`config.mk`:
```
export PLATFORM = sky130hd
export DESIGN_NAME = cvdf_mix
export DESIGN_NICKNAME = d
export VERILOG_FILES = /design/src/design/cvdf_pkg.sv /design/src/design/cvdf_mix.sv
export SDC_FILE = /design/constraint.sdc
export NUM_CORES = 2
export LEC_CHECK = 0
export BUFFER_PORTS_ARGS = -buffer_cell sky130_fd_sc_hd__buf_2
export CAP_MARGIN = 10
export CORE_AREA = 2 2 376 378
export DETAILED_ROUTE_END_ITERATION = 6
export DIE_AREA = 0 0 378 380
export PLACE_DENSITY = 0.71
export SYNTH_ARGS = -nofsm -noshare
export SYNTH_HDL_FRONTEND = slang
export SYNTH_SLANG_ARGS = --single-unit
```
`constraint.sdc`:
```
create_clock -name clk -period 9.6 [get_ports clk]
set_input_delay 1.44 -clock clk [delete_from_list [all_inputs] [get_ports clk]]
set_output_delay 1.44 -clock clk [all_outputs]
set_load 0.005 [all_outputs]
```
`src/design/cvdf_pkg.sv`:
```
// shared types, register indexes and mixing weights for the color vision deficiency filter
package cvdf_pkg;

    // channel width default, range 8 to 24
    localparam int unsigned CHANNEL_BITS_DEF = 16;

    // weight and blend formats
    localparam int unsigned WEIGHT_BITS  = 16;
    localparam int unsigned WEIGHT_SHIFT = 15;
    localparam int unsigned BLEND_BITS   = 9;
    localparam int unsigned BLEND_SHIFT  = 8;
    localparam logic [BLEND_BITS-1:0] BLEND_FULL = 9'd256;

    // configuration register indexes
    localparam int unsigned CFG_INDEX_BITS = 1;
    localparam int unsigned CFG_DATA_BITS  = BLEND_BITS;
    localparam logic [CFG_INDEX_BITS-1:0] REG_COLOR_MODE   = 1'b0;
    localparam logic [CFG_INDEX_BITS-1:0] REG_BLEND_AMOUNT = 1'b1;

    // color modes, codes 5 to 7 act as pass-through
    typedef enum logic [2:0] {
        MODE_NONE   = 3'd0,
        MODE_DEUTAN = 3'd1,
        MODE_PROTAN = 3'd2,
        MODE_TRITAN = 3'd3,
        MODE_GRAY   = 3'd4
    } mode_t;

    // 3x3 Q1.15 weights, entry index is out_channel*3 + in_channel
    typedef logic [8:0][WEIGHT_BITS-1:0] weights_t;

    function automatic weights_t mode_weights(input logic [2:0] mode);
        weights_t w;
        w = '0;
        case (mode)
            MODE_DEUTAN:
            begin
                w[0] = 16'd20480; w[1] = 16'd12288;
                w[3] = 16'd22938; w[4] = 16'd9830;
                w[8] = 16'd32768;
            end
            MODE_PROTAN:
            begin
                w[0] = 16'd18579; w[1] = 16'd14189;
                w[3] = 16'd18285; w[4] = 16'd14483;
                w[8] = 16'd32768;
            end
            MODE_TRITAN:
            begin
                w[0] = 16'd31130; w[1] = 16'd1638;
                w[4] = 16'd14189; w[5] = 16'd18579;
                w[7] = 16'd15565; w[8] = 16'd17203;
            end
            MODE_GRAY:
            begin
                w[0] = 16'd9798; w[1] = 16'd19235; w[2] = 16'd3735;
                w[3] = 16'd9798; w[4] = 16'd19235; w[5] = 16'd3735;
                w[6] = 16'd9798; w[7] = 16'd19235; w[8] = 16'd3735;
            end
            default:
            begin
                // pass-through: identity matrix, exact after the shift
                w[0] = 16'd32768; w[4] = 16'd32768; w[8] = 16'd32768;
            end
        endcase
        return w;
    endfunction

endpackage

```
`src/design/cvdf_mix.sv`:
```
// three-stage matrix mixer: weight select, products, row sums
module cvdf_mix #(
    parameter int unsigned CHANNEL_BITS = cvdf_pkg::CHANNEL_BITS_DEF
) (
    input  logic                               clk,
    input  logic                               rst_n,
    input  logic                               in_valid,
    output logic                               in_ready,
    input  logic [2:0][CHANNEL_BITS-1:0]       pix_in,
    input  logic [2:0]                         mode,
    output logic                               out_valid,
    input  logic                               out_ready,
    output logic [2:0][CHANNEL_BITS-1:0]       orig_out,
    output logic [2:0][CHANNEL_BITS-1:0]       mixed_out
);
    import cvdf_pkg::*;

    localparam int unsigned PW = CHANNEL_BITS + WEIGHT_SHIFT;
    localparam int unsigned SW = PW + 2;

    // stage 1: pixel and selected weights
    logic                          v1_reg;
    logic [2:0][CHANNEL_BITS-1:0]  pix1_reg;
    weights_t                      w1_reg;
    // stage 2: nine products
    logic                          v2_reg;
    logic [2:0][CHANNEL_BITS-1:0]  pix2_reg;
    logic [8:0][PW-1:0]            prod2_reg;
    logic [8:0][PW-1:0]            prod2_next;
    // stage 3: mixed channels
    logic                          v3_reg;
    logic [2:0][CHANNEL_BITS-1:0]  pix3_reg;
    logic [2:0][CHANNEL_BITS-1:0]  mix3_reg;
    logic [2:0][CHANNEL_BITS-1:0]  mix3_next;

    logic ready1;
    logic ready2;
    logic ready3;

    // a stage takes new data when empty or when the next one moves
    assign ready3   = !v3_reg || out_ready;
    assign ready2   = !v2_reg || ready3;
    assign ready1   = !v1_reg || ready2;
    assign in_ready = ready1;

    // weight times channel products
    always_comb
    begin
        for (int c = 0; c < 3; c++)
        begin
            for (int k = 0; k < 3; k++)
            begin
                prod2_next[c*3+k] = PW'(pix1_reg[k]) * PW'(w1_reg[c*3+k]);
            end
        end
    end

    // row sums, truncated by the weight shift
    always_comb
    begin
        logic [SW-1:0] acc;
        for (int c = 0; c < 3; c++)
        begin
            acc = SW'(prod2_reg[c*3]) + SW'(prod2_reg[c*3+1]) + SW'(prod2_reg[c*3+2]);
            mix3_next[c] = acc[WEIGHT_SHIFT +: CHANNEL_BITS];
        end
    end

    // valid bits
    always_ff @(posedge clk or negedge rst_n)
    begin
        if (!rst_n)
        begin
            v1_reg <= 1'b0;
            v2_reg <= 1'b0;
            v3_reg <= 1'b0;
        end
        else
        begin
            if (ready1)
            begin
                v1_reg <= in_valid;
            end
            if (ready2)
            begin
                v2_reg <= v1_reg;
            end
            if (ready3)
            begin
                v3_reg <= v2_reg;
            end
        end
    end

    // data registers
    always_ff @(posedge clk)
    begin
        if (ready1 && in_valid)
        begin
            pix1_reg <= pix_in;
            w1_reg   <= mode_weights(mode);
        end
        if (ready2 && v1_reg)
        begin
            pix2_reg  <= pix1_reg;
            prod2_reg <= prod2_next;
        end
        if (ready3 && v2_reg)
        begin
            pix3_reg <= pix2_reg;
            mix3_reg <= mix3_next;
        end
    end

    assign out_valid = v3_reg;
    assign orig_out  = pix3_reg;
    assign mixed_out = mix3_reg;

endmodule

```
==> impl_metrics.json <==
{
  "antenna_left": 0,
  "ys_types": 72,
  "pin_count": 153,
  "skew_ps": 45.3,
  "cts_setup_buffers": 0,
  "synthToLayoutAreaGrowth_pct": 6.41,
  "worstSetupEndpointType": "flip-flop",
  "avgViaCountPerCell": 5.42,
  "port_buffers": 152,
  "tns_ps": 0,
  "ctsHoldBuffers": 0,
  "die_w_um": 378,
  "yosysTopAreaCell": "fa_1",
  "fmax_mhz": 139,
  "rsz0062_at_grt": "false",
  "wl_um": 195000,
  "finalSetupViolCount": 0,
  "drc": 0,
  "wl_per_cell_um": 21.0,
  "whs_ps": 413,
  "first_pass_iters": 5,
  "drive_gt1_share_pct": 4.05,
  "fin_nets": 9922,
  "synth_nets": 9792,
  "synth_ff_type": "edfxtp_1",
  "nFillCells": 11900,
  "final_cell_area_um2": 81300,
  "fin_crit_sh_pct": 74.7,
  "largest_reg_flops": 272,
  "htree_num_levels": 2,
  "cts-resized-gates": 0,
  "gp_congestion": 0.948,
  "clock_latency_ps": 700,
  "synth_edf_count": 488,
  "crit_fanout": 7,
  "ys_seq_area_share_pct": 19.3,
  "postSynthRegisterBits": 491,
  "ys_top_cells_by_area": "fa_1, ha_1, edfxtp_1",
  "grt_overflow": 0,
  "slew_violations": 0,
  "root_buffer": "clkbuf_16",
  "min_path_type": "reg -> reg",
  "cts_buffers": 59,
  "yosysTopAreaCellShare_pct": 33.5,
  "layout_min_cycle_time_ps": 7170,
  "max_cap_viol_count": 0,
  "async_flop_share_pct": 0.611,
  "status": "finished, final reports clean",
  "grt_pass1_wl_um": 307000,
  "synth_common_cells": "inv_1, fa_1, ha_1",
  "hold_viol": 0,
  "grtUsageTotal_pct": 28.1,
  "clock_path_buffers": 3,
  "start_kind": "flip-flop",
  "synth_area_um2": 76400,
  "yosys.cell_count.top_type": "inv_1",
  "avgSynthCellArea_um2": 10.5,
  "drtIter0Drc": 3283,
  "syn_inst": 7249,
  "grt_antenna_before_repair": 23,
  "clk_pin_slew_ps": 70,
  "dieArea_um2": 144000,
  "place_area_um2": 79400,
  "rows": 137,
  "cts_tree": "done",
  "critPathArrivalTime_ps": 7620,
  "tightest_slew_ps": 1230,
  "dp_hpwl_um": 164000,
  "coreArea_um2": 139000,
  "grt_pass1_vias": 53900,
  "numClockSinks": 491,
  "die_h_um": 380,
  "vias": 50400,
  "path_class": "reg -> reg",
  "crit_required_ps": 10050,
  "grt_max_degree": 113,
  "start_util_pct": 54.9,
  "yosys_warnings": 0,
  "maxSlewHeadroom_pct": 17.7
}
-- area by class of cell --
type                       count  area (µm²)  share of cell area [%]
timing repair buffer         182        1010                    1.24
tap                         1876        2350                    2.89
multi-input combinational   4707       54000                    66.4
clock inverter                44         454                   0.559
clock buffer                  65        1500                    1.84
antenna                        3        7.51                 0.00923
sequential                   491       14700                    18.1
inverter                    1938        7270                    8.95
-- logic make-up after synthesis --
kind of cell | Yosys count | share of synthesized area (%)
simple gates | 1119 | 7.19
buf+inv | 2051 | 10.1
flops | 491 | 19.3
compound gates | 806 | 6.80
xor+xnor | 293 | 3.36
fa+ha+maj | 2488 | 53.3
mux | 1 | 0.0131
-- stage by stage --
stage | setup slack (ps) | util, % | instances
5_1_grt | 2020 | 58.4 | 9303
3_3_place_gp | 2540 | 57.0 | 9194
4_1_cts | 2460 | 58.4 | 9303
6_report | 2430 | 58.4 | 9306
3_5_place_dp | 2480 | 57.0 | 9194
2_1_floorplan | 110 | - | 7249
-- critical path: stages (launching register included) --
cell and delay [ps]:
edfxtp_1 930, nand2_1 190, inv_1 510, ha_1 350, fa_1 480, inv_1 50, fa_1 500, inv_1 60
fa_1 460, fa_1 530, inv_1 50, fa_1 480, inv_1 40, ha_1 370, nand3_1 190, nor2_1 180
nand2_1 70, a2111oi_0 510, a21oi_1 160, o21ai_0 260, and4_1 270, o41ai_1 90, xnor2_1 130
-- layout by cell type (no fill, tap or decap), drive strengths merged, types with 7 or more instances in the layout --
cell type,instances
xor2,76
fa,1277
clkinv,24
and3,26
o211ai,23
a31oi,21
nor4,7
or3,11
nand2b,30
a21oi,264
a41oi,7
clkinvlp,8
clkbuf,65
o21a,29
nand4,22
o21ai,127
and2,296
a21boi,7
edfxtp,488
ha,1211
or2,10
nor2,134
buf,182
nand2,432
nor2b,31
nor3,42
a21o,150
o21bai,58
o31a,9
o31ai,11
nand3,59
inv,1945
a211oi,30
xnor2,217
-- path summary, 6_finish.rpt --
path / slack [ps] / cells after the start / endpoint / startpoint
max in group asynchronous: 8980 / 1 / v1_reg$_DFFE_PN0N_ / rst_n
worst max-delay path: 2430 / 22 / prod2_reg[278]$_DFFE_PP_ / pix1_reg[44]$_DFFE_PP_
min in group asynchronous: 520 / 1 / v2_reg$_DFFE_PN0P_ / rst_n
worst max register to register: 2430 / 22 / prod2_reg[278]$_DFFE_PP_ / pix1_reg[44]$_DFFE_PP_
worst min register to register: 410 / 0 / orig_out[39]$_DFFE_PP_ / pix2_reg[39]$_DFFE_PP_
worst min-delay path: 410 / 0 / orig_out[39]$_DFFE_PP_ / pix2_reg[39]$_DFFE_PP_
-- metal layers --
metal | up-vias | track usage, % | part of all wire, %
met5 | - | 0 | 0.048
met4 | 16 | 8.21 | 3.4
met3 | 320 | 4.72 | 6.7
met2 | 1575 | 45.9 | 47
met1 | 25400 | 38.7 | 43
li1 | 23100 | - | -
Power is left out: the tool's default activity adds up to more than one toggle a clock period on the data nets, which glitch-free logic cannot reach.
