==> src/design/cvdf_pkg.sv <==
// shared types, register indexes and mixing weights for the color vision deficiency filter
package cvdf_pkg;

    // channel width default, range 8 to 24
    localparam int unsigned CHANNEL_BITS_DEF = 16;

    // weight and blend formats
    localparam int unsigned WEIGHT_BITS  = 16;
    localparam int unsigned WEIGHT_SHIFT = 15;
    localparam int unsigned BLEND_BITS   = 9;
    localparam int unsigned BLEND_SHIFT  = 8;
    localparam logic [BLEND_BITS-1:0] BLEND_FULL = 9'd256;

    // configuration register indexes
    localparam int unsigned CFG_INDEX_BITS = 1;
    localparam int unsigned CFG_DATA_BITS  = BLEND_BITS;
    localparam logic [CFG_INDEX_BITS-1:0] REG_COLOR_MODE   = 1'b0;
    localparam logic [CFG_INDEX_BITS-1:0] REG_BLEND_AMOUNT = 1'b1;

    // color modes, codes 5 to 7 act as pass-through
    typedef enum logic [2:0] {
        MODE_NONE   = 3'd0,
        MODE_DEUTAN = 3'd1,
        MODE_PROTAN = 3'd2,
        MODE_TRITAN = 3'd3,
        MODE_GRAY   = 3'd4
    } mode_t;

    // 3x3 Q1.15 weights, entry index is out_channel*3 + in_channel
    typedef logic [8:0][WEIGHT_BITS-1:0] weights_t;

    function automatic weights_t mode_weights(input logic [2:0] mode);
        weights_t w;
        w = '0;
        case (mode)
            MODE_DEUTAN:
            begin
                w[0] = 16'd20480; w[1] = 16'd12288;
                w[3] = 16'd22938; w[4] = 16'd9830;
                w[8] = 16'd32768;
            end
            MODE_PROTAN:
            begin
                w[0] = 16'd18579; w[1] = 16'd14189;
                w[3] = 16'd18285; w[4] = 16'd14483;
                w[8] = 16'd32768;
            end
            MODE_TRITAN:
            begin
                w[0] = 16'd31130; w[1] = 16'd1638;
                w[4] = 16'd14189; w[5] = 16'd18579;
                w[7] = 16'd15565; w[8] = 16'd17203;
            end
            MODE_GRAY:
            begin
                w[0] = 16'd9798; w[1] = 16'd19235; w[2] = 16'd3735;
                w[3] = 16'd9798; w[4] = 16'd19235; w[5] = 16'd3735;
                w[6] = 16'd9798; w[7] = 16'd19235; w[8] = 16'd3735;
            end
            default:
            begin
                // pass-through: identity matrix, exact after the shift
                w[0] = 16'd32768; w[4] = 16'd32768; w[8] = 16'd32768;
            end
        endcase
        return w;
    endfunction

endpackage

==> src/design/cvdf_blend.sv <==
// two-stage blend of mixed and original pixel, ends in the output register
module cvdf_blend #(
    parameter int unsigned CHANNEL_BITS = cvdf_pkg::CHANNEL_BITS_DEF
) (
    input  logic                                clk,
    input  logic                                rst_n,
    input  logic                                in_valid,
    output logic                                in_ready,
    input  logic [2:0][CHANNEL_BITS-1:0]        orig_in,
    input  logic [2:0][CHANNEL_BITS-1:0]        mixed_in,
    input  logic [cvdf_pkg::BLEND_BITS-1:0]     blend_amount,
    output logic                                out_valid,
    input  logic                                out_ready,
    output logic [2:0][CHANNEL_BITS-1:0]        pix_out
);
    import cvdf_pkg::*;

    localparam int unsigned BW = CHANNEL_BITS + BLEND_BITS;
    localparam int unsigned AW = BW + 1;

    logic [BLEND_BITS-1:0]        b_sat;
    logic [BLEND_BITS-1:0]        b_inv;

    // stage 4: weighted terms
    logic                         v4_reg;
    logic [2:0][BW-1:0]           lo4_reg;
    logic [2:0][BW-1:0]           hi4_reg;
    logic [2:0][BW-1:0]           lo4_next;
    logic [2:0][BW-1:0]           hi4_next;
    // stage 5: output register
    logic                         v5_reg;
    logic [2:0][CHANNEL_BITS-1:0] pix5_reg;
    logic [2:0][CHANNEL_BITS-1:0] pix5_next;

    logic ready4;
    logic ready5;

    assign ready5   = !v5_reg || out_ready;
    assign ready4   = !v4_reg || ready5;
    assign in_ready = ready4;

    // blend weight saturates at full effect
    assign b_sat = (blend_amount > BLEND_FULL) ? BLEND_FULL : blend_amount;
    assign b_inv = BLEND_FULL - b_sat;

    // original and mixed terms
    always_comb
    begin
        for (int c = 0; c < 3; c++)
        begin
            lo4_next[c] = BW'(orig_in[c]) * BW'(b_inv);
            hi4_next[c] = BW'(mixed_in[c]) * BW'(b_sat);
        end
    end

    // sum and drop the blend fraction
    always_comb
    begin
        logic [AW-1:0] acc;
        for (int c = 0; c < 3; c++)
        begin
            acc = AW'(lo4_reg[c]) + AW'(hi4_reg[c]);
            pix5_next[c] = acc[BLEND_SHIFT +: CHANNEL_BITS];
        end
    end

    // valid bits
    always_ff @(posedge clk or negedge rst_n)
    begin
        if (!rst_n)
        begin
            v4_reg <= 1'b0;
            v5_reg <= 1'b0;
        end
        else
        begin
            if (ready4)
            begin
                v4_reg <= in_valid;
            end
            if (ready5)
            begin
                v5_reg <= v4_reg;
            end
        end
    end

    // data registers
    always_ff @(posedge clk)
    begin
        if (ready4 && in_valid)
        begin
            lo4_reg <= lo4_next;
            hi4_reg <= hi4_next;
        end
        if (ready5 && v4_reg)
        begin
            pix5_reg <= pix5_next;
        end
    end

    assign out_valid = v5_reg;
    assign pix_out   = pix5_reg;

endmodule
==> config.mk <==
export PLATFORM = sky130hd
export DESIGN_NAME = cvdf_blend
export DESIGN_NICKNAME = d
export VERILOG_FILES = /design/src/design/cvdf_pkg.sv /design/src/design/cvdf_blend.sv
export SDC_FILE = /design/constraint.sdc
export NUM_CORES = 2
export LEC_CHECK = 0
export ABC_AREA = 1
export BUFFER_PORTS_ARGS = -buffer_cell sky130_fd_sc_hd__buf_4
export CAP_MARGIN = 0
export CORE_MARGIN = 2
export CORE_UTILIZATION = 55
export CTS_CLUSTER_SIZE = 8
export DETAILED_ROUTE_END_ITERATION = 8
export GPL_TIMING_DRIVEN = 0
export PLACE_DENSITY_LB_ADDON = 0.2
export SYNTH_ARGS = -nofsm -noshare
export SYNTH_HDL_FRONTEND = slang
export SYNTH_SLANG_ARGS = --single-unit
==> constraint.sdc <==
create_clock -name clk -period 3.6 [get_ports clk]
set_input_delay 0.36 -clock clk [delete_from_list [all_inputs] [get_ports clk]]
set_output_delay 0.36 -clock clk [all_outputs]
set_load 0.03 [all_outputs]
==> out/metrics.yaml <==
critical_path:
  r2r-start: "hi4_reg[27]"
  crit_required_ns: 3.85
  endpoint_kind: "flop"
  setup.worst_path.start: "blend_amount[3]"
  worstSetupStartpointType: "primary input"
  arrival_ns: 5.14
  critPathMaxFanout: 10
  worstSetupPathType: "in -> reg"
synth:
  synthFlopType: "edfxtp_1"
  synth_area_per_cell_sq_um: 7.63
  ys_types: 39
  syn_area_sq_um: 37600
  synth_top_cells_by_area: "fa_1 31%, edfxtp_1 15%, nand2_1 12%"
  yosysSeqAreaShare_pct: 15.4
  async_flop_share_pct: 1.03
  yosysTopAreaCell: "fa_1"
  yosysMostFrequentCell: "nand2_1"
  synth_edf_count: 192
  yosysWarnings: 0
  yosysTopAreaCellShare_pct: 31.3
  syn_inst: 4936
  ys_ff_latch: 194
  synthTopCellsByCount: "1246 x nand2_1, 1152 x inv_1, 588 x fa_1, 558 x nor2_1, 325 x ha_1"
  synth.net_count: 5958
grt:
  grt_first_pass_wirelength_microns: 173000
  antenna_found_initial: 11
  grt_max_degree: 100
  grt_remaining_overflow: 0
  grt_pass1_vias: 32400
  track_usage_pct: 31.6
clock_network:
  cts_htree_levels: 4
  cts_sinks: 194
  worstSkewPairLatency_ns: 0.50
  clock-root-buffer: "clkbuf_16"
  cts_tree: "done"
  clk_pin_slew_ns: 0.09
  clockBufferDepth: 2
  cts_buffers: 17
timing:
  worst_pin_slew_ns: 0.634
  grt_setup_unrepaired: "yes"
  finClkSkew_ns: 0.0222
  setup_viol: 109
  fin_crit_sh_pct: 136
  drv_slew: 0
  max_freq_ghz: 0.205
  setup_ws_ns: -1.29
  min_period_ns: 4.89
  hold_viol_final: 0
  slew_headroom_pct: 57.3
floorplanning:
  die_w_microns: 266
  rows: 95
  initial_core_util_pct: 55.8
  die_h_microns: 266
  ios: 159
  die_area_sq_um: 70600
  core_sq_um: 67500
placed_design:
  postPlaceCellArea_sq_um: 40600
  place.gp.congestion: 0.951
  place.port_buffers: 122
  dp_hpwl_microns: 89600
final_layout:
  fin_util_pct: 65.6
  fillers: 5693
  postLayoutCellArea_sq_um: 44300
  drive_above_1_share_pct: 14.7
  syn_to_final_growth_pct: 17.7
  multiInputGateArea_sq_um: 29400
  seqCellArea_sq_um: 5820
  nets: 6190
routing:
  drtIter0Drc: 2785
  drc_errors: 0
  avgViaCountPerCell: 5.43
  routedWlPerCell_microns: 18.2
  antenna_left: 0
  drt_first_pass_iters: 6
  wirelength_microns: 110000
  num_vias: 32900
power_and_ir_drop:
  p_total_uw: 44500
  leakagePower_uw: 0.0230
  powerDensity_nw_per_um2: 1000
  ir_drop_mv: 0.919
status:
  violations: "negative setup slack"
  status: "finished, violations left"
flow_run:
  drv_cap: 0
worst_hold_path:
  hold_start: "out_ready"
  hp-class: "in -> reg"
-- area by class of cell --
| cell class | count | area share (%) |
|---|---|---|
| diodes | 7 | 0.0395 |
| plain buffers | 116 | 2.49 |
| clock buffers | 17 | 0.960 |
| clock inverters | 15 | 0.500 |
| inverters | 1162 | 10.0 |
| multi-input cells | 3464 | 66.4 |
| flip-flops and latches | 194 | 13.1 |
| well taps | 873 | 2.47 |
| repair buffers | 213 | 4.00 |
-- timing repair --
action	CTS	global route
pin swaps	74	80
cloned	1	1
gates resized for setup	329	288
endpoints found under the hold margin	2	0
buffers inserted	61	24
hold buffers	1	0
endpoints found under the setup margin	117	114
-- final timing paths --
kind	slack, ns	cells after the start	endpoint
setup / recovery	-1.29	26	lo4_reg[72]
hold / removal	0.16	4	out_valid
setup reg to reg	1.42	8	pix_out[31]
hold reg to reg	0.52	2	out_valid
max in group asynchronous	3.32	2	v4_reg
min in group asynchronous	0.19	2	out_valid
-- per-stage QoR --
stage / setup slack (ns) / cells / hold WS, ns / TNS, ns
after global placement: -2.45 / 5931 / 0.144 / -486.84
after floorplan: -1.26 / 4936 / 0.0644 / -206.10
final: -1.29 / 6061 / 0.157 / -86.10
after CTS: -1.14 / 6029 / 0.135 / -83.28
after detailed placement: -2.43 / 5934 / 0.147 / -215.30
after global routing: -1.45 / 6058 / 0.158 / -102.01
-- per-layer routing --
layer | GRT usage [%] | vias to the layer above | wire (microns)
met2 | 51.9 | 1280 | 52200
met5 | 0 | - | 56
met4 | 10.7 | 8 | 3880
li1 | - | 15300 | -
met3 | 5.60 | 251 | 8870
met1 | 42.4 | 16000 | 45400
-- cells in the final DEF (no fill, tap or decap), types with 21 or more instances in the layout --
cell type | netlist | layout
xor2_1 | 67 | 57
a21oi_4 | 0 | 21
nand3_1 | 158 | 138
a21oi_2 | 0 | 39
buf_1 | 50 | 34
nor2_2 | 1 | 70
nand4_1 | 75 | 75
nand2_4 | 4 | 21
inv_2 | 7 | 22
fa_1 | 588 | 567
fa_2 | 0 | 21
buf_6 | 0 | 28
o21ai_0 | 120 | 89
nand2_2 | 3 | 55
edfxtp_1 | 192 | 192
ha_4 | 0 | 69
buf_4 | 5 | 209
inv_1 | 1152 | 1127
a21oi_1 | 198 | 138
xnor2_1 | 26 | 24
nand2_1 | 1246 | 1170
ha_1 | 325 | 243
nor2_1 | 558 | 478
clkbuf_16 | 0 | 23
-- cell families (layout without fill, tap and decap cells) --
logic type,Yosys count,count (layout),synth area share [%]
AND/OR/NAND/NOR,2099,2099,22.4
buffers and inverters,1278,1523,12.9
adder cells (fa/ha/maj),913,913,42.1
AO/OA/AOI/OAI,359,359,5.07
flip-flops,194,194,15.4
XOR/XNOR,93,93,2.16
other,0,7,0
-- power by group --
part | total (uW) | switching, uW | internal, uW | leakage, uW
sequential | 5270 | 529 | 4740 | 0.00189
clock | 2120 | 1140 | 986 | 0.000313
combinational | 37100 | 22400 | 14700 | 0.0208
total | 44500 | 24100 | 20400 | 0.0230
-- worst max-delay path, cell delays in order --
cell	delay, ns
buf_4	0.11
inv_1	0.11
nor2_4	0.09
inv_4	0.08
nand4_1	0.13
or2_4	0.30
o21ai_4	0.23
buf_4	0.17
buf_6	0.16
nand3_1	0.12
fa_1	0.51
fa_1	0.50
inv_1	0.05
fa_1	0.49
inv_1	0.06
fa_1	0.49
inv_2	0.05
ha_4	0.31
buf_6	0.13
nand2_8	0.06
o21ai_4	0.21
nand2_2	0.09
nand2_1	0.08
nand2_1	0.07
nand4_1	0.10
nand2_2	0.08
Power figures use the tool's default switching activity.
